## src/hw/rtl/mhpf_pkg.sv

```systemverilog
`default_nettype none

package mhpf_pkg;

  // Result item layout, 186 used bits padded to whole bytes
  localparam int OUT_W = 192;
  localparam int PAD_W = 6;

  // Result status codes
  typedef logic [2:0] status_t;
  localparam status_t ST_OK       = 3'd0;
  localparam status_t ST_TRUNC    = 3'd1;
  localparam status_t ST_SECURITY = 3'd2;
  localparam status_t ST_ACK_ADDR = 3'd3;
  localparam status_t ST_NO_FCS   = 3'd4;
  localparam status_t ST_BAD_TYPE = 3'd5;

  // Destination class codes
  typedef logic [1:0] class_t;
  localparam class_t CLS_HOST  = 2'd0;
  localparam class_t CLS_BCAST = 2'd1;
  localparam class_t CLS_OTHER = 2'd2;

  // Address modes (mode 1 is reserved and handled as long)
  typedef logic [1:0] amode_t;
  localparam amode_t AM_NONE  = 2'd0;
  localparam amode_t AM_SHORT = 2'd2;

  // Frame types
  typedef logic [2:0] ftype_t;
  localparam ftype_t FT_ACK     = 3'd2;
  localparam ftype_t FT_LAST_OK = 3'd3;

  // Configuration register indexes
  typedef logic [1:0] cfg_idx_t;
  localparam cfg_idx_t CFG_FCS_PRESENT = 2'd0;
  localparam cfg_idx_t CFG_OWN_PAN     = 2'd1;
  localparam cfg_idx_t CFG_OWN_SHORT   = 2'd2;
  localparam cfg_idx_t CFG_OWN_LONG    = 2'd3;

  // Result item, status in the lowest bits
  typedef struct packed {
    logic [PAD_W-1:0] pad;
    logic [4:0]       header_length;
    class_t           packet_class;
    logic [63:0]      src_address;
    logic [15:0]      src_pan;
    amode_t           src_mode;
    logic [63:0]      dst_address;
    logic [15:0]      dst_pan;
    amode_t           dst_mode;
    logic [7:0]       sequence_res;
    logic             ack_wanted;
    ftype_t           frame_kind;
    status_t          status;
  } result_t;

  // Address field length in bytes for a given mode
  function automatic logic [3:0] mode_addr_bytes(input amode_t mode);
    if (mode == AM_NONE) begin
      return 4'd0;
    end else if (mode == AM_SHORT) begin
      return 4'd2;
    end else begin
      return 4'd8;
    end
  endfunction

endpackage

`default_nettype wire

```

## src/hw/rtl/mac_rx_header_parse_filter_unit.sv

```systemverilog
// 802.15.4 receive header parser and address filter.
// Input channel (in_*): one frame byte per item in in_tdata, in_tlast set on
// the final byte of a frame. Result channel (out_*): one item per frame,
// issued for the byte that carries in_tlast, holding status, decoded header
// fields and the destination class (see mhpf_pkg::result_t for the layout).
// Configuration (cfg_*): write-only registers indexed as mhpf_pkg CFG_*,
// written at any edge with cfg_we high; change them only while no frame is
// in flight.
// Throughput: one byte per cycle while in_tready is high. A byte is captured
// in an input register, then decoded into the header state, and a frame's
// result is loaded into the result register as its last byte is decoded.
// When the receiver stalls, the result register holds; bytes that do not
// end a frame keep flowing, and in_tready drops only when a last byte waits
// for the result register to free up.
// Reset (rst_n low, synchronous) empties both registers, clears the frame
// state and loads the register defaults (FCS present, PAN and short address
// 0xffff, long address zero).
`default_nettype none

module mac_rx_header_parse_filter_unit #(
  parameter int MAX_FRAME_BYTES = 127
) (
  input  wire logic                      clk,
  input  wire logic                      rst_n,
  // in_tdata: frame_byte[7:0]
  input  wire logic [7:0]                in_tdata,
  input  wire logic                      in_tlast,
  input  wire logic                      in_tvalid,
  output logic                           in_tready,
  // out_tdata: status[2:0], frame_kind[5:3], ack_wanted[6], sequence_res[14:7],
  // dst_mode[16:15], dst_pan[32:17], dst_address[96:33], src_mode[98:97],
  // src_pan[114:99], src_address[178:115], packet_class[180:179],
  // header_length[185:181], zero[191:186]
  output logic [mhpf_pkg::OUT_W-1:0]     out_tdata,
  output logic                           out_tvalid,
  input  wire logic                      out_tready,
  input  wire logic                      cfg_we,
  input  wire mhpf_pkg::cfg_idx_t        cfg_index,
  input  wire logic [63:0]               cfg_wdata
);
  import mhpf_pkg::*;

  localparam int POS_W = $clog2(MAX_FRAME_BYTES + 1);
  localparam int LW    = (POS_W > 5) ? POS_W : 5;
  localparam logic [POS_W-1:0] POS_MAX = POS_W'(MAX_FRAME_BYTES);

  // Configuration registers
  logic        fcs_present_r;
  logic [15:0] own_pan_id_r;
  logic [15:0] own_short_addr_r;
  logic [63:0] own_long_addr_r;

  // Input register
  logic       vld_r;
  logic [7:0] byte_r;
  logic       last_r;

  // Frame state
  logic [POS_W-1:0] pos_r, pos_upd, pos_nxt;
  logic [15:0]      fc_r, fc_upd, fc_nxt;
  logic [7:0]       seq_r, seq_upd, seq_nxt;
  logic [15:0]      dpan_r, dpan_upd, dpan_nxt;
  logic [63:0]      daddr_r, daddr_upd, daddr_nxt;
  logic [15:0]      span_r, span_upd, span_nxt;
  logic [63:0]      saddr_r, saddr_upd, saddr_nxt;
  status_t          err_r, err_upd, err_nxt;

  // Result register
  logic    out_valid_r, out_valid_nxt;
  result_t out_r;
  result_t res;

  logic proc;
  logic place;
  logic done;

  // Decode of the current frame control word for byte placement
  amode_t        dmode, smode;
  logic          intra;
  logic [LW-1:0] p, dlen, slen, spanlen, d_end, s_base, sp_end, sa_end;
  logic [LW-1:0] off;

  // Result side
  amode_t        r_dmode, r_smode;
  logic          r_intra;
  ftype_t        r_kind;
  logic [4:0]    hl;
  logic [LW-1:0] len, hl_w;
  status_t       st;
  class_t        cls;

  // Handshake: a byte moves on unless it ends a frame and the result is blocked
  assign proc      = vld_r && (!last_r || !out_valid_r || out_tready);
  assign in_tready = !vld_r || proc;
  assign place     = proc && (pos_r < POS_MAX);
  assign done      = proc && last_r;

  assign dmode   = amode_t'(fc_r[11:10]);
  assign smode   = amode_t'(fc_r[15:14]);
  assign intra   = fc_r[6];
  assign p       = LW'(pos_r);
  assign dlen    = LW'(mode_addr_bytes(dmode));
  assign slen    = LW'(mode_addr_bytes(smode));
  assign spanlen = (smode != AM_NONE && !intra) ? LW'(2) : LW'(0);
  assign d_end   = LW'(5) + dlen;
  assign s_base  = (dmode != AM_NONE) ? d_end : LW'(3);
  assign sp_end  = s_base + spanlen;
  assign sa_end  = sp_end + slen;

  // Byte placement into the header fields
  always_comb begin
    pos_upd   = pos_r;
    fc_upd    = fc_r;
    seq_upd   = seq_r;
    dpan_upd  = dpan_r;
    daddr_upd = daddr_r;
    span_upd  = span_r;
    saddr_upd = saddr_r;
    err_upd   = err_r;
    off       = '0;
    if (place) begin
      pos_upd = pos_r + POS_W'(1);
      if (p == LW'(0)) begin
        fc_upd[7:0] = byte_r;
      end else if (p == LW'(1)) begin
        fc_upd[15:8] = byte_r;
        if (fc_r[3]) begin
          err_upd = ST_SECURITY;
        end else if (fc_r[2:0] == FT_ACK && (amode_t'(byte_r[3:2]) != AM_NONE ||
                                             amode_t'(byte_r[7:6]) != AM_NONE)) begin
          err_upd = ST_ACK_ADDR;
        end
      end else if (p == LW'(2)) begin
        seq_upd = byte_r;
      end else if (dmode != AM_NONE && p < LW'(5)) begin
        off = p - LW'(3);
        dpan_upd[{off[0], 3'b000} +: 8] = byte_r;
      end else if (dmode != AM_NONE && p < d_end) begin
        off = p - LW'(5);
        daddr_upd[{off[2:0], 3'b000} +: 8] = byte_r;
      end else if (p < sp_end) begin
        off = p - s_base;
        span_upd[{off[0], 3'b000} +: 8] = byte_r;
      end else if (p < sa_end) begin
        off = p - sp_end;
        saddr_upd[{off[2:0], 3'b000} +: 8] = byte_r;
      end
    end
  end

  // State returns to zero once a frame has been reported
  always_comb begin
    pos_nxt   = done ? '0 : pos_upd;
    fc_nxt    = done ? '0 : fc_upd;
    seq_nxt   = done ? '0 : seq_upd;
    dpan_nxt  = done ? '0 : dpan_upd;
    daddr_nxt = done ? '0 : daddr_upd;
    span_nxt  = done ? '0 : span_upd;
    saddr_nxt = done ? '0 : saddr_upd;
    err_nxt   = done ? ST_OK : err_upd;
  end

  // Header length and status from the completed frame
  assign r_dmode = amode_t'(fc_upd[11:10]);
  assign r_smode = amode_t'(fc_upd[15:14]);
  assign r_intra = fc_upd[6];
  assign r_kind  = ftype_t'(fc_upd[2:0]);
  assign len     = LW'(pos_upd);
  assign hl_w    = LW'(hl);

  always_comb begin
    hl = 5'd3;
    if (r_dmode != AM_NONE) begin
      hl = hl + 5'd2 + 5'(mode_addr_bytes(r_dmode));
    end
    if (r_smode != AM_NONE) begin
      hl = hl + (r_intra ? 5'd0 : 5'd2) + 5'(mode_addr_bytes(r_smode));
    end
  end

  always_comb begin
    if (len < LW'(3)) begin
      st = ST_TRUNC;
    end else if (err_upd != ST_OK) begin
      st = err_upd;
    end else if (len < hl_w) begin
      st = ST_TRUNC;
    end else if (fcs_present_r && (len < hl_w + LW'(2))) begin
      st = ST_NO_FCS;
    end else if (r_kind > FT_LAST_OK) begin
      st = ST_BAD_TYPE;
    end else begin
      st = ST_OK;
    end
  end

  // Destination class against own addresses
  always_comb begin
    if (r_dmode == AM_NONE) begin
      cls = (r_smode != AM_NONE) ? CLS_OTHER : CLS_HOST;
    end else if (dpan_upd != own_pan_id_r && dpan_upd != 16'hffff) begin
      cls = CLS_OTHER;
    end else if (r_dmode == AM_SHORT) begin
      if (daddr_upd == {48'd0, own_short_addr_r}) begin
        cls = CLS_HOST;
      end else if (daddr_upd == 64'h0000_0000_0000_ffff) begin
        cls = CLS_BCAST;
      end else begin
        cls = CLS_OTHER;
      end
    end else begin
      if (daddr_upd == own_long_addr_r) begin
        cls = CLS_HOST;
      end else if (daddr_upd == '1) begin
        cls = CLS_BCAST;
      end else begin
        cls = CLS_OTHER;
      end
    end
  end

  // Result assembly; statuses other than OK and BAD_TYPE carry only the status
  always_comb begin
    res        = '0;
    res.status = st;
    if (st == ST_OK || st == ST_BAD_TYPE) begin
      res.frame_kind    = r_kind;
      res.ack_wanted    = fc_upd[5];
      res.sequence_res  = seq_upd;
      res.dst_mode      = r_dmode;
      res.dst_pan       = dpan_upd;
      res.dst_address   = daddr_upd;
      res.src_mode      = r_smode;
      res.src_pan       = r_intra ? dpan_upd : span_upd;
      res.src_address   = saddr_upd;
      res.packet_class  = cls;
      res.header_length = hl;
    end
  end

  // Result register valid
  always_comb begin
    if (done) begin
      out_valid_nxt = 1'b1;
    end else if (out_tready) begin
      out_valid_nxt = 1'b0;
    end else begin
      out_valid_nxt = out_valid_r;
    end
  end

  // Control and frame state
  always_ff @(posedge clk) begin
    if (!rst_n) begin
      vld_r       <= 1'b0;
      out_valid_r <= 1'b0;
      pos_r       <= '0;
      fc_r        <= '0;
      seq_r       <= '0;
      dpan_r      <= '0;
      daddr_r     <= '0;
      span_r      <= '0;
      saddr_r     <= '0;
      err_r       <= ST_OK;
    end else begin
      if (in_tready) begin
        vld_r <= in_tvalid;
      end
      out_valid_r <= out_valid_nxt;
      pos_r       <= pos_nxt;
      fc_r        <= fc_nxt;
      seq_r       <= seq_nxt;
      dpan_r      <= dpan_nxt;
      daddr_r     <= daddr_nxt;
      span_r      <= span_nxt;
      saddr_r     <= saddr_nxt;
      err_r       <= err_nxt;
    end
  end

  // Payload registers
  always_ff @(posedge clk) begin
    if (in_tready && in_tvalid) begin
      byte_r <= in_tdata;
      last_r <= in_tlast;
    end
    if (done) begin
      out_r <= res;
    end
  end

  // Configuration registers
  always_ff @(posedge clk) begin
    if (!rst_n) begin
      fcs_present_r    <= 1'b1;
      own_pan_id_r     <= 16'hffff;
      own_short_addr_r <= 16'hffff;
      own_long_addr_r  <= '0;
    end else if (cfg_we) begin
      unique case (cfg_index)
        CFG_FCS_PRESENT: fcs_present_r    <= cfg_wdata[0];
        CFG_OWN_PAN:     own_pan_id_r     <= cfg_wdata[15:0];
        CFG_OWN_SHORT:   own_short_addr_r <= cfg_wdata[15:0];
        CFG_OWN_LONG:    own_long_addr_r  <= cfg_wdata;
        default:         ;
      endcase
    end
  end

  assign out_tvalid = out_valid_r;
  assign out_tdata  = out_r;

endmodule

`default_nettype wire

```

## config.mk

```make
export PLATFORM = sky130hd
export DESIGN_NAME = mac_rx_header_parse_filter_unit
export DESIGN_NICKNAME = d
export VERILOG_FILES = /design/src/hw/rtl/mhpf_pkg.sv /design/src/hw/rtl/mac_rx_header_parse_filter_unit.sv
export SDC_FILE = /design/constraint.sdc
export NUM_CORES = 1
export LEC_CHECK = 0
export BUFFER_PORTS_ARGS = -buffer_cell sky130_fd_sc_hd__buf_2
export CAP_MARGIN = 10
export CELL_PAD_IN_SITES_DETAIL_PLACEMENT = 1
export CELL_PAD_IN_SITES_GLOBAL_PLACEMENT = 2
export CORE_MARGIN = 5
export CORE_UTILIZATION = 33
export CTS_CLUSTER_SIZE = 14
export DETAILED_ROUTE_END_ITERATION = 7
export PLACE_DENSITY = 0.73
export SYNTH_ARGS = -nofsm -noshare
export SYNTH_HDL_FRONTEND = slang
export SYNTH_SLANG_ARGS = --single-unit
```

## constraint.sdc

```tcl
create_clock -name clk -period 9.6 [get_ports clk]
set_input_delay 0 -clock clk [delete_from_list [all_inputs] [get_ports clk]]
set_output_delay 0 -clock clk [all_outputs]
set_load 0.05 [all_outputs]
```

# Word level (Yosys, flattened, before mapping)
# Index checks and enable logic that the tools add are counted.
[classes]
n_addsub = 16
mul = 0
div_mod_pow = 0
magnitude_cmp = 9
n_eq_ne = 17
shifts = 8
n_mux = 75
bitwise = 2
reduce_logical = 41
[op_table]
columns = ["op", "n"]
rows = [
  ["two-way mux 64 bit", 14],
  ["two-way mux 16 bit", 14],
  ["bitwise mux 64 bit", 2],
  ["variable shift 8 x 8 -> 64 bit (first input constant)", 2],
  ["indexed part select 8 x 8 -> 64 bit", 2],
  ["== test 64 x 16 -> 1 bit", 1],
  ["== test 64 x 16 -> 1 bit (second input constant)", 1],
  ["== test 64 bit", 1],
  ["== test 64 bit (second input constant)", 1],
  ["two-way mux 8 bit", 7],
  ["two-way mux 4 bit", 10],
  ["bitwise mux 16 bit", 2],
  ["variable shift 8 x 6 -> 16 bit (first input constant)", 2],
  ["indexed part select 8 x 6 -> 16 bit", 2],
  ["two-way mux 3 bit", 10],
  ["two-way mux 2 bit", 10],
  ["!= test 16 bit", 1],
  ["!= test 16 bit (second input constant)", 1],
  ["negator 6 -> 8 bit", 2],
  ["two-way mux 5 bit", 3],
  ["less-than comparator 7 x 5 -> 1 bit", 2],
  ["less-than comparator 7 x 6 -> 1 bit", 2],
  ["nonzero test 2 bit", 7],
  ["== test 2 bit (second input constant)", 6],
  ["other kinds (35)", 63],
]
[totals]
regBits = 488
latch_bits = 0
mem_bits_rw = 0
mem_bits_ro = 0
inputBits = 80
out_inout_bits = 194
wordCells = 198
mem_count = 0

# Logic depth before layout (Yosys ltp)
# Gate-level depths: netlist of run 1.
[logic_depth]
depth_word = 24
ltp_mapped = 29
depth_no_buf = 25

# Worst setup path before layout of run 1
# OpenSTA, ideal clock, no wires.
[synth_timing]
kind = "flip-flop to flip-flop"
from = "register out_valid_r, in the netlist out_tvalid"
to = "register out_r, in the netlist out_tdata[0], enable pin"
setup_time_ps = 735
arrival_ps = 8460
t_required_ps = 8865
setup_slack_ps = 405
stages_incl_launch_ff = 3
n_path_buf = 0
synth_period_minus_slack_ps = 9195
cell_sequence = "dfxtp_1 -> nor2b_1 -> nor2_1"
[synth_between]
elab_chain_len = 5
[synth_lines]
columns = ["item", "line_no", "text"]
rows = [
  ["start, declared", "mac_rx_header_parse_filter_unit.sv:69", "logic out_valid_r, out_valid_nxt;"],
  ["start signal, assigned", "mac_rx_header_parse_filter_unit.sv:269", "out_valid_r <= out_valid_nxt;"],
  ["logical NOT 1 bit", "mac_rx_header_parse_filter_unit.sv:93", "assign proc = vld_r && (!last_r || !out_valid_r || out_tready);"],
  ["logical OR 1 bit (2 in series)", "mac_rx_header_parse_filter_unit.sv:93", ""],
  ["logical AND 1 bit", "mac_rx_header_parse_filter_unit.sv:93", ""],
  ["logical AND 1 bit", "mac_rx_header_parse_filter_unit.sv:96", "assign done = proc && last_r;"],
  ["named net done", "mac_rx_header_parse_filter_unit.sv:75", "logic done;"],
  ["end signal, assigned", "mac_rx_header_parse_filter_unit.sv:288", "out_r <= res;"],
  ["end, declared", "mac_rx_header_parse_filter_unit.sv:70", "result_t out_r;"],
]
# The timed path passes the listed nets, and every way through them passes these cells.
# A chain may end at the register's enable or synchronous reset.

# Worst setup path in the final report of run 1
[layout_timing]
from = "register pos_r[2], in the netlist p[2]"
to = "register out_r, in the netlist out_tdata[87] (data pin)"
[layout_between]
word_cells_on_any_way = 62
cone_classes = "add/sub: 7; order compare: 7; eq/ne: 5; shift: 2; mux: 29; reduce/logical: 12"
[layout_lines]
columns = ["item", "line_no", "text"]
rows = [
  ["start, declared", "mac_rx_header_parse_filter_unit.sv:59", "logic [POS_W-1:0] pos_r, pos_upd, pos_nxt;"],
  ["start signal, assigned", "mac_rx_header_parse_filter_unit.sv:270", "pos_r <= pos_nxt;"],
  ["less-than comparator 7 bit or logical NOT 7 bit (tied branches)", "mac_rx_header_parse_filter_unit.sv:95, mac_rx_header_parse_filter_unit.sv:123", ""],
  ["logical AND 1 bit or two-way mux 8 bit (tied branches)", "mac_rx_header_parse_filter_unit.sv:95, mac_rx_header_parse_filter_unit.sv:123", ""],
  ["two-way mux 16 bit *", "mac_rx_header_parse_filter_unit.sv:121", "if (place) begin"],
  ["named net fc_upd[6]", "mac_rx_header_parse_filter_unit.sv:60", "logic [15:0] fc_r, fc_upd, fc_nxt;"],
  ["two-way mux 2 bit *", "mac_rx_header_parse_filter_unit.sv:177", "hl = hl + (r_intra ? 5'd0 : 5'd2) + 5'(mode_addr_bytes(r_smode));"],
  ["adder 5 x 2 -> 5 bit *", "mac_rx_header_parse_filter_unit.sv:177", ""],
  ["adder 5 x 4 -> 5 bit *", "mac_rx_header_parse_filter_unit.sv:177", ""],
  ["two-way mux 5 bit *", "mac_rx_header_parse_filter_unit.sv:176", "if (r_smode != AM_NONE) begin"],
  ["adder 5 x 2 -> 6 bit", "mac_rx_header_parse_filter_unit.sv:188", "end else if (fcs_present_r && (len < hl_w + LW'(2))) begin"],
  ["less-than comparator 7 x 6 -> 1 bit", "mac_rx_header_parse_filter_unit.sv:188", ""],
  ["logical AND 1 bit", "mac_rx_header_parse_filter_unit.sv:188", ""],
  ["two-way mux 3 bit", "mac_rx_header_parse_filter_unit.sv:188", ""],
  ["two-way mux 3 bit *", "mac_rx_header_parse_filter_unit.sv:186", "end else if (len < hl_w) begin"],
  ["two-way mux 3 bit *", "mac_rx_header_parse_filter_unit.sv:184", "end else if (err_upd != ST_OK) begin"],
  ["two-way mux 3 bit *", "mac_rx_header_parse_filter_unit.sv:182", "if (len < LW'(3)) begin"],
  ["== test 3 bit or logical NOT 3 bit (tied branches)", "mac_rx_header_parse_filter_unit.sv:226", "if (st == ST_OK || st == ST_BAD_TYPE) begin"],
  ["logical OR 1 bit *", "mac_rx_header_parse_filter_unit.sv:226", ""],
]
# Mark *: on every way through the listed nets, which the timed path passes. The rest lies on a longest branch. The select of a mux whose other input is x is not followed.

==> load_flow_metrics.sql, run 1 <==
INSERT INTO impl_metrics (metric_group, metric, value, unit) VALUES
('clock_network', 'clock_tree_from_tritoncts', 'yes', ''),
('logic_synthesis', 'synth_simple_gate_area_share', '20.42', '%'),
('floorplanning', 'floorplan.die_area', '71470', 'µm²'),
('hold_path', 'hold_path_end', 'own_long_addr_r[63]', ''),
('pwr', 'max-vdd-ir-drop', '0.1203', 'mV'),
('worst_setup_path', 'start_kind', 'flop', ''),
('route', 'antenna_viol_nets_final', '0', ''),
('hold_path', 'min_path_cells', '3', ''),
('logic_synthesis', 'multiplexer_share_of_the_synthesized_area', '6.699', '%'),
('floorplanning', 'start_util', '33.24', '%'),
('grt', 'overflow', '0', ''),
('logic_synthesis', 'synth-compound-area-share', '10.23', '%'),
('worst_setup_path', 'timing.critical_path.buf_inv', '4', ''),
('clock_network', 'clock_latency', '0.62', 'ns'),
('logic_synthesis', 'synth_commonest_cells', 'sky130_fd_sc_hd__nor2_1, sky130_fd_sc_hd__dfxtp_1, sky130_fd_sc_hd__nand2_1', ''),
('logic_synthesis', 'combinational_family_with_the_most_area_after_synthesis', 'simple AND/OR/NAND/NOR gates', ''),
('clock_network', 'cts.sink_count', '482', ''),
('logic_synthesis', 'yosysTopAreaCellShare', '26.80', '%'),
('worst_setup_path', 'crit_path_frequent_cell', 'sky130_fd_sc_hd__inv_1', ''),
('worst_setup_path', 'worstPathCellList', 'nand4_1, o211a_1, and3_1, nand2_1, mux2i_1, inv_1, fa_1, inv_1, ha_1, inv_1, fa_1, nand2_1, o21ai_0, xor2_1, ha_1, a21oi_1, nor2b_1, o21ai_0, and3b_1, o311ai_0, a31oi_1, or4_4, buf_4, nor2_1', ''),
('status', 'result_of_the_run', 'finished, final reports clean', ''),
('logic_synthesis', 'ys.flop_type', 'sky130_fd_sc_hd__dfxtp_1', ''),
('clock_network', 'ctsResizeCount', '0', ''),
('floorplanning', 'placementRows', '94', ''),
('grt', 'wire_length_of_the_first_global_routing_pass', '119.2', 'mm'),
('place', 'gp_congestion', '0.8997', ''),
('layout', 'n_antenna_cell', '0', ''),
('route', 'detail_route.wl_per_cell', '22.92', 'µm'),
('worst_setup_path', 'reg2reg_to', 'out_tdata[87]', ''),
('worst_setup_path', 'rrSetupSlack', '1.99', 'ns'),
('logic_synthesis', 'synthCells', '2274', ''),
('grt', 'grt_antenna_before_repair', '0', ''),
('layout', 'final_layout_size_suffix_gt1_share', '16.69', '%'),
('clock_network', 'tritoncts.num_buffers', '53', ''),
('route', 'drt-pass1-iter-count', '4', ''),
('logic_synthesis', 'synth.distinct_cells', '84', ''),
('sta', 'drv_slew', '0', ''),
('clock_network', 'clkTransAtPathRegs', '0.06', 'ns'),
('logic_synthesis', 'ys_seq_elements', '482', ''),
('floorplanning', 'pin_count', '274', ''),
('route', 'starting_drt_drc_count', '1010', ''),
('hold_path', 'hp-class', 'input port to flop', ''),
('run', 'max-cap-violations', '0', ''),
('logic_synthesis', 'yosysSeqAreaShare', '53.09', '%'),
('worst_setup_path', 'reg2regPathDepth', '24', ''),
('worst_setup_path', 'worst-path-max-fanout', '61', ''),
('sta', 'max_clock_freq', '0.1313', 'GHz'),
('worst_setup_path', 'cp_slowest_stage_delay', '0.66', 'ns'),
('logic_synthesis', 'synthAdderAreaFrac', '2.565', '%'),
('sta', 'max_slew_margin', '27.73', '%'),
('place', 'post-dp-hpwl', '58.03', 'mm'),
('logic_synthesis', 'syn_area', '21850', 'µm²'),
('floorplanning', 'die_width', '267.3', 'µm'),
('floorplanning', 'placeableCoreArea', '65750', 'µm²'),
('logic_synthesis', 'yosysMostFrequentCell', 'sky130_fd_sc_hd__nor2_1', ''),
('sta', 'hold-worst-slack', '0.02672', 'ns'),
('route', 'routed_wl', '80.24', 'mm'),
('worst_setup_path', 'critical_path.slowest_cell', 'sky130_fd_sc_hd__dfxtp_1', ''),
('sta', 'final_min_period_over_clock_period', '79.31', '%'),
('logic_synthesis', 'yosysTopAreaCell', 'sky130_fd_sc_hd__edfxtp_1', ''),
('worst_setup_path', 'worst_path_dominant_cell_family', 'simple AND/OR/NAND/NOR gates', ''),
('logic_synthesis', 'synth.yosys.warnings', '0', ''),
('logic_synthesis', 'asyncSetResetFlopFracSynth', '0', '%'),
('logic_synthesis', 'synth_xor_area_share', '3.161', '%'),
('worst_setup_path', 'critical_path.endpoint_type', 'flop', ''),
('floorplanning', 'fp.dieH', '267.3', 'µm'),
('logic_synthesis', 'syn_avg_cell_area', '9.610', 'µm²'),
('worst_setup_path', 'critPathLaunch', 'p[2]', ''),
('sta', 'setup_repair_after_global_routing_missed_its_margin', 'false', ''),
('sta', 'finalClockSkew', '0.02236', 'ns'),
('pwr', 'power_density', '174.8', 'nW/µm²');
[flip-flops by register name (all words and copies together) (netlist names), 3 cells and up]
signal / flops
saddr_r: 64
own_short_addr_r: 16
byte_r: 8
own_pan_id_r: 16
dpan_r: 16
out_tdata: 186
span_r: 16
own_long_addr_r: 64
p: 7
fc_r: 10
seq_r: 8
daddr_r: 64
err_r: 3
[where the power goes]
group | leakage, nW | switching (mW) | total, mW | internal, mW
clock network | 0.884 | 0.899 | 2.13 | 1.23
registers | 4.23 | 0.0296 | 2.19 | 2.16
logic | 5.34 | 0.257 | 0.367 | 0.110
total | 10.5 | 1.19 | 4.68 | 3.50
[cell type report]
| class | instances | area [µm²] |
|---|---|---|
| timing repair buffer | 399 | 2527 |
| sequential | 482 | 11600 |
| tap | 864 | 1081 |
| clock buffer | 70 | 1504 |
| multi-input combinational | 1589 | 9477 |
| fill | 7519 | 38970 |
| clock inverter | 30 | 334.1 |
| inverter | 67 | 251.5 |
[placed cells by master, fill, tap and decap left out, types with 10 or more instances in the layout]
| cell type | count |
|---|---|
| sky130_fd_sc_hd__a21boi_0 | 67 |
| sky130_fd_sc_hd__a21o_1 | 10 |
| sky130_fd_sc_hd__a21oi_1 | 64 |
| sky130_fd_sc_hd__and2_1 | 31 |
| sky130_fd_sc_hd__and3_1 | 10 |
| sky130_fd_sc_hd__buf_2 | 267 |
| sky130_fd_sc_hd__buf_4 | 52 |
| sky130_fd_sc_hd__clkbuf_16 | 56 |
| sky130_fd_sc_hd__clkinv_2 | 10 |
| sky130_fd_sc_hd__dfxtp_1 | 287 |
| sky130_fd_sc_hd__dlygate4sd3_1 | 80 |
| sky130_fd_sc_hd__edfxtp_1 | 195 |
| sky130_fd_sc_hd__ha_1 | 40 |
| sky130_fd_sc_hd__inv_1 | 67 |
| sky130_fd_sc_hd__mux2i_1 | 144 |
| sky130_fd_sc_hd__nand2_1 | 268 |
| sky130_fd_sc_hd__nand3_1 | 51 |
| sky130_fd_sc_hd__nand4_1 | 28 |
| sky130_fd_sc_hd__nor2_1 | 440 |
| sky130_fd_sc_hd__nor2b_1 | 16 |
| sky130_fd_sc_hd__nor3_1 | 54 |
| sky130_fd_sc_hd__nor3b_1 | 11 |
| sky130_fd_sc_hd__nor4_1 | 25 |
| sky130_fd_sc_hd__o211ai_1 | 12 |
| sky130_fd_sc_hd__o21ai_0 | 36 |
| sky130_fd_sc_hd__o22ai_1 | 32 |
| sky130_fd_sc_hd__xnor2_1 | 32 |
| sky130_fd_sc_hd__xor2_1 | 45 |
[stage by stage]
step / instance area, µm² / total power, mW / std cells / util (%) / setup WS (ns)
6_report: 26780 / 4.681 / 3501 / 40.73 / 1.986
5_1_grt: 26780 / 4.848 / 3501 / 40.73 / 1.418
4_1_cts: 26780 / 4.736 / 3501 / 40.73 / 1.935
3_5_place_dp: 24140 / 2.575 / 3321 / 36.71 / 1.996
3_3_place_gp: 24140 / 2.571 / 3321 / 36.71 / 2.318
2_1_floorplan: 21870 / 2.449 / 2279 / - / 0.4051
[how the worst max path moves through the flow]
| stage | end | depth (start not counted) |
|---|---|---|
| global route | out_tdata[44] | 24 |
| finish | out_tdata[87] | 24 |
| global placement | out_tdata[80] | 24 |
| CTS | out_tdata[51] | 24 |
| detailed placement | out_tdata[81] | 24 |
| floorplan | out_tdata[0] | 2 |
[metal layers]
metal | track usage, % | vias up | part of all wire, %
li1 | - | 8547 | -
met1 | 28.49 | 9064 | 44
met2 | 37.89 | 420 | 49
met3 | 2.802 | 115 | 4.2
met4 | 5.814 | 0 | 2.7
met5 | 0 | - | 0
[timing repair]
| item | 4_1_cts | 5_1_grt |
|---|---|---|
| setup endpoints to repair | 0 | 0 |
| hold buffers | 80 | 0 |
| hold endpoints to repair | 117 | 0 |
[logic make-up after synthesis]
group	count (synthesis)
other	1
AOI/OAI and AO/OA	322
adders and majority gates	43
and+or+nand+nor	994
DFF	482
muxes	146
xor gates and xnor gates	78
buffers and inverters	208
[worst reg2reg max path, stage by stage, from the launching register on]
cell	delay [ns]
sky130_fd_sc_hd__dfxtp_1	0.66
sky130_fd_sc_hd__nand4_1	0.34
sky130_fd_sc_hd__o211a_1	0.44
sky130_fd_sc_hd__and3_1	0.22
sky130_fd_sc_hd__nand2_1	0.39
sky130_fd_sc_hd__mux2i_1	0.58
sky130_fd_sc_hd__inv_1	0.25
sky130_fd_sc_hd__fa_1	0.42
sky130_fd_sc_hd__inv_1	0.07
sky130_fd_sc_hd__ha_1	0.13
sky130_fd_sc_hd__inv_1	0.05
sky130_fd_sc_hd__fa_1	0.47
sky130_fd_sc_hd__nand2_1	0.09
sky130_fd_sc_hd__o21ai_0	0.22
sky130_fd_sc_hd__xor2_1	0.23
sky130_fd_sc_hd__ha_1	0.35
sky130_fd_sc_hd__a21oi_1	0.16
sky130_fd_sc_hd__nor2b_1	0.06
sky130_fd_sc_hd__o21ai_0	0.12
sky130_fd_sc_hd__and3b_1	0.19
sky130_fd_sc_hd__o311ai_0	0.17
sky130_fd_sc_hd__a31oi_1	0.21
sky130_fd_sc_hd__or4_4	0.55
sky130_fd_sc_hd__buf_4	0.71
sky130_fd_sc_hd__nor2_1	0.24
No activity file was read; power rests on OpenSTA's default activity.
==> run 2: changes to the inputs <==
- ABC_AREA: default -> 1
- CORE_UTILIZATION: 33 -> 34
- PLACE_DENSITY: 0.73 -> 0.76
- clock period: 9.6 -> 7.55 ns (I/O delays scaled with it)
==> run 2 against run 1 <==
Against the previous run:
- sequential power rose by 28%
- global-route usage rose by 0.12 points
- cell count rose by 15%
==> load_flow_metrics.sql, run 2 <==
INSERT INTO impl_metrics (metric_group, metric, value, unit) VALUES
('logic_synthesis', 'multiplexer_share_of_the_synthesized_area', '0.04496', '%'),
('logic_synthesis', 'yosysMostFrequentCell', 'sky130_fd_sc_hd__nand2_1', ''),
('clock_network', 'cts.sink_count', '482', ''),
('clock_network', 'clock_tree_from_tritoncts', 'yes', ''),
('worst_setup_path', 'crit_path_frequent_cell', 'sky130_fd_sc_hd__nand2_1', ''),
('route', 'starting_drt_drc_count', '1085', ''),
('logic_synthesis', 'synthCells', '2818', ''),
('worst_setup_path', 'cp_slowest_stage_delay', '0.54', 'ns'),
('worst_setup_path', 'start_kind', 'flop', ''),
('clock_network', 'cts_root_buf', 'sky130_fd_sc_hd__clkbuf_16', ''),
('logic_synthesis', 'synthAdderAreaFrac', '2.518', '%'),
('sta', 'hold-worst-slack', '0.1266', 'ns'),
('logic_synthesis', 'synth_simple_gate_area_share', '28.77', '%'),
('floorplanning', 'placementRows', '93', ''),
('logic_synthesis', 'synth.distinct_cells', '47', ''),
('worst_setup_path', 'critical_path.endpoint_type', 'flop', ''),
('worst_setup_path', 'timing.rr.start', 'p[2]', ''),
('sta', 'finalClockSkew', '0.02398', 'ns'),
('grt', 'grt_use_total', '21.82', '%'),
('worst_setup_path', 'reg2regPathDepth', '37', ''),
('layout', 'number_of_flip_flops_under_the_largest_register_name', '186', ''),
('logic_synthesis', 'synthTopCellsByArea', 'sky130_fd_sc_hd__edfxtp_1, sky130_fd_sc_hd__dfxtp_1, sky130_fd_sc_hd__nand2_1', ''),
('grt', 'wire_length_of_the_first_global_routing_pass', '121.3', 'mm'),
('sta', 'finalSetupViolations', '0', ''),
('logic_synthesis', 'ys_seq_elements', '482', ''),
('logic_synthesis', 'yosysTopAreaCell', 'sky130_fd_sc_hd__edfxtp_1', ''),
('hold_path', 'min-delay-start', 'in_tdata[6]', ''),
('place', 'post-dp-hpwl', '57.62', 'mm'),
('hold_path', 'hold_path_end', 'byte_r[6]', ''),
('place', 'gp_congestion', '0.8581', ''),
('pwr', 'total_leakage_power', '11.70', 'nW'),
('worst_setup_path', 'critical_path.slowest_cell', 'sky130_fd_sc_hd__dfxtp_1', ''),
('pwr', 'power_density', '225.9', 'nW/µm²'),
('logic_synthesis', 'yosysSeqAreaShare', '52.11', '%'),
('floorplanning', 'pin_count', '274', ''),
('sta', 'max_slew_margin', '18.56', '%'),
('worst_setup_path', 'rrSetupSlack', '0.82', 'ns'),
('logic_synthesis', 'syn_area', '22260', 'µm²'),
('pwr', 'max-vdd-ir-drop', '0.1722', 'mV'),
('sta', 'transition_time_at_the_pin_with_the_least_slew_margin', '1.222', 'ns'),
('worst_setup_path', 'worst_ep_required_time', '8.01', 'ns'),
('sta', 'setup_repair_after_global_routing_missed_its_margin', 'false', ''),
('layout', 'layout_common_cells', 'sky130_fd_sc_hd__nand2_1, sky130_fd_sc_hd__nor2_1, sky130_fd_sc_hd__inv_1', ''),
('sta', 'drv_slew', '0', ''),
('status', 'result_of_the_run', 'finished, final reports clean', ''),
('logic_synthesis', 'synth.yosys.warnings', '0', ''),
('worst_setup_path', 'worst-path-max-fanout', '50', ''),
('worst_setup_path', 'reg2reg_to', 'out_tdata[86]', ''),
('logic_synthesis', 'combinational_family_with_the_most_area_after_synthesis', 'simple AND/OR/NAND/NOR gates', ''),
('worst_setup_path', 'data_arrival_at_the_endpoint_of_the_critical_path', '7.19', 'ns'),
('clock_network', 'tritoncts.num_buffers', '55', ''),
('layout', 'final_layout_size_suffix_gt1_share', '15.37', '%'),
('layout', 'layout.cells.most_common', 'sky130_fd_sc_hd__nand2_1', ''),
('route', 'detail_route.wl_per_cell', '19.71', 'µm'),
('sta', 'hold_violations', '0', ''),
('route', 'antenna_viol_nets_final', '0', ''),
('floorplanning', 'placeableCoreArea', '64700', 'µm²'),
('layout', 'area_growth', '20.99', '%'),
('sta', 'setup_total_negative_slack', '0', 'ns'),
('logic_synthesis', 'synth_commonest_cells', 'sky130_fd_sc_hd__nand2_1, sky130_fd_sc_hd__nor2_1, sky130_fd_sc_hd__inv_1', ''),
('worst_setup_path', 'worst-setup-path-type', 'flop to flop', ''),
('clock_network', 'cts_htree_levels', '2', ''),
('clock_network', 'clkTransAtPathRegs', '0.07', 'ns'),
('grt', 'maximum_number_of_pins_on_one_net_before_global_route_repair', '103', ''),
('clock_network', 'clock_latency', '0.62', 'ns'),
('logic_synthesis', 'syn_avg_cell_area', '7.901', 'µm²'),
('clock_network', 'post_cts_buffers', '0', ''),
('place', 'placement.io_buffers', '267', ''),
('sta', 'max_clock_freq', '0.1486', 'GHz'),
('grt', 'grt_antenna_before_repair', '1', ''),
('logic_synthesis', 'asyncSetResetFlopFracSynth', '0', '%'),
('route', 'drt-pass1-iter-count', '5', ''),
('sta', 'final_min_period_over_clock_period', '89.11', '%'),
('logic_synthesis', 'yosysTopAreaCellShare', '26.30', '%'),
('grt', 'overflow', '0', ''),
('route', 'drt-vias-per-instance', '4.902', ''),
('grt', 'number_of_global_route_vias_before_repair', '20488', ''),
('floorplanning', 'floorplan.die_area', '70700', 'µm²'),
('layout', 'finalNetCount', '3258', ''),
('clock_network', 'maximum_root_to_sink_buffer_count', '3', ''),
('floorplanning', 'die_width', '265.9', 'µm'),
('route', 'routed_wl', '79.55', 'mm'),
('floorplanning', 'fp.dieH', '265.9', 'µm'),
('logic_synthesis', 'synth-compound-area-share', '7.323', '%'),
('floorplanning', 'start_util', '34.41', '%'),
('logic_synthesis', 'synth_xor_area_share', '0.8655', '%'),
('route', 'detailroute.via_count', '19788', ''),
('run', 'max-cap-violations', '0', ''),
('sta', 'period_needed', '6.728', 'ns'),
('logic_synthesis', 'synth_edf_count', '195', ''),
('logic_synthesis', 'ys.flop_type', 'sky130_fd_sc_hd__dfxtp_1', ''),
('hold_path', 'hp-class', 'input port to flop', ''),
('hold_path', 'min_path_cells', '2', ''),
('route', 'drc_errors_left', '0', ''),
('layout', 'n_antenna_cell', '0', '');
run 2: cell types whose count changed in the layout (fill, tap and decap cells not counted), moves of 27 or more:
cell	delta
sky130_fd_sc_hd__a21boi_0	-65
sky130_fd_sc_hd__a21oi_1	+96
sky130_fd_sc_hd__and2_1	-31
sky130_fd_sc_hd__buf_4	-27
sky130_fd_sc_hd__inv_1	+256
sky130_fd_sc_hd__mux2i_1	-143
sky130_fd_sc_hd__nand2_1	+343
sky130_fd_sc_hd__nand3_1	+144
sky130_fd_sc_hd__nor2_1	+57
sky130_fd_sc_hd__nor2_2	+86
sky130_fd_sc_hd__o21ai_0	+50
sky130_fd_sc_hd__o22ai_1	-31
sky130_fd_sc_hd__xnor2_1	-29
run 2: worst max-delay path by stage:
stage	start	to	slack, ns	cells past startpoint
after floorplan	out_tvalid	out_tdata[26]	2.02	36
final	p[2]	out_tdata[86]	0.82	37
after global routing	p[2]	out_tdata[151]	0.12	35
after CTS	last_r	out_tdata[86]	0.60	36
after global placement	last_r	out_tdata[88]	0.95	36
after detailed placement	last_r	out_tdata[91]	0.64	36
run 2: cell type report:
class	count	area (µm²)
inverter	336	1280
tap	855	1070
sequential	482	11600
timing repair buffer	379	2415
clock buffer	78	1504
multi-input combinational	1881	8853
clock inverter	26	214.0
fill	7877	37760
run 2: stage by stage:
| stage | instances | setup slack [ns] | total power, mW | area, µm² | utilization (%) |
|---|---|---|---|---|---|
| 6_report | 4037 | 0.8221 | 6.085 | 26940 | 41.64 |
| 5_1_grt | 4037 | 0.1235 | 6.319 | 26940 | 41.64 |
| 4_1_cts | 4037 | 0.6019 | 6.149 | 26930 | 41.62 |
| 3_5_place_dp | 3848 | 0.6379 | 3.500 | 24360 | 37.65 |
| 3_3_place_gp | 3848 | 0.9541 | 3.485 | 24360 | 37.65 |
| 2_1_floorplan | 2823 | 2.023 | 3.299 | 22280 | - |
run 2: critical path, delay by kind of cell (launching register included):
kind | cells | cell delay (ns)
and+or+nand+nor | 20 | 2.05
buffers and inverters | 10 | 1.92
adders and majority gates | 4 | 1.36
DFF | 1 | 0.54
AOI/OAI and AO/OA | 2 | 0.48
xor gates and xnor gates | 1 | 0.16
run 2: power by group:
group / switching, mW / internal, mW
clock network: 1.12 / 1.49
logic: 0.518 / 0.162
registers: 0.0316 / 2.76
run 2: logic make-up after synthesis:
family / Yosys count
and+or+nand+nor: 1508
DFF: 482
buffers and inverters: 460
AOI/OAI and AO/OA: 301
adders and majority gates: 43
xor gates and xnor gates: 22
other: 1
muxes: 1
run 2: timing repair:
action	4_1_cts	5_1_grt
resized for setup	0	5
hold buffers	85	0
hold endpoints to repair	108	0
setup endpoints to repair	0	120
run 2: layer usage:
layer	global-route usage, %	vias up	part of all wire (%)
met5	0	-	0
met4	4.411	0	1.7
met3	2.678	74	3.8
met2	37.54	326	48
met1	29.81	9759	46
li1	-	9629	-
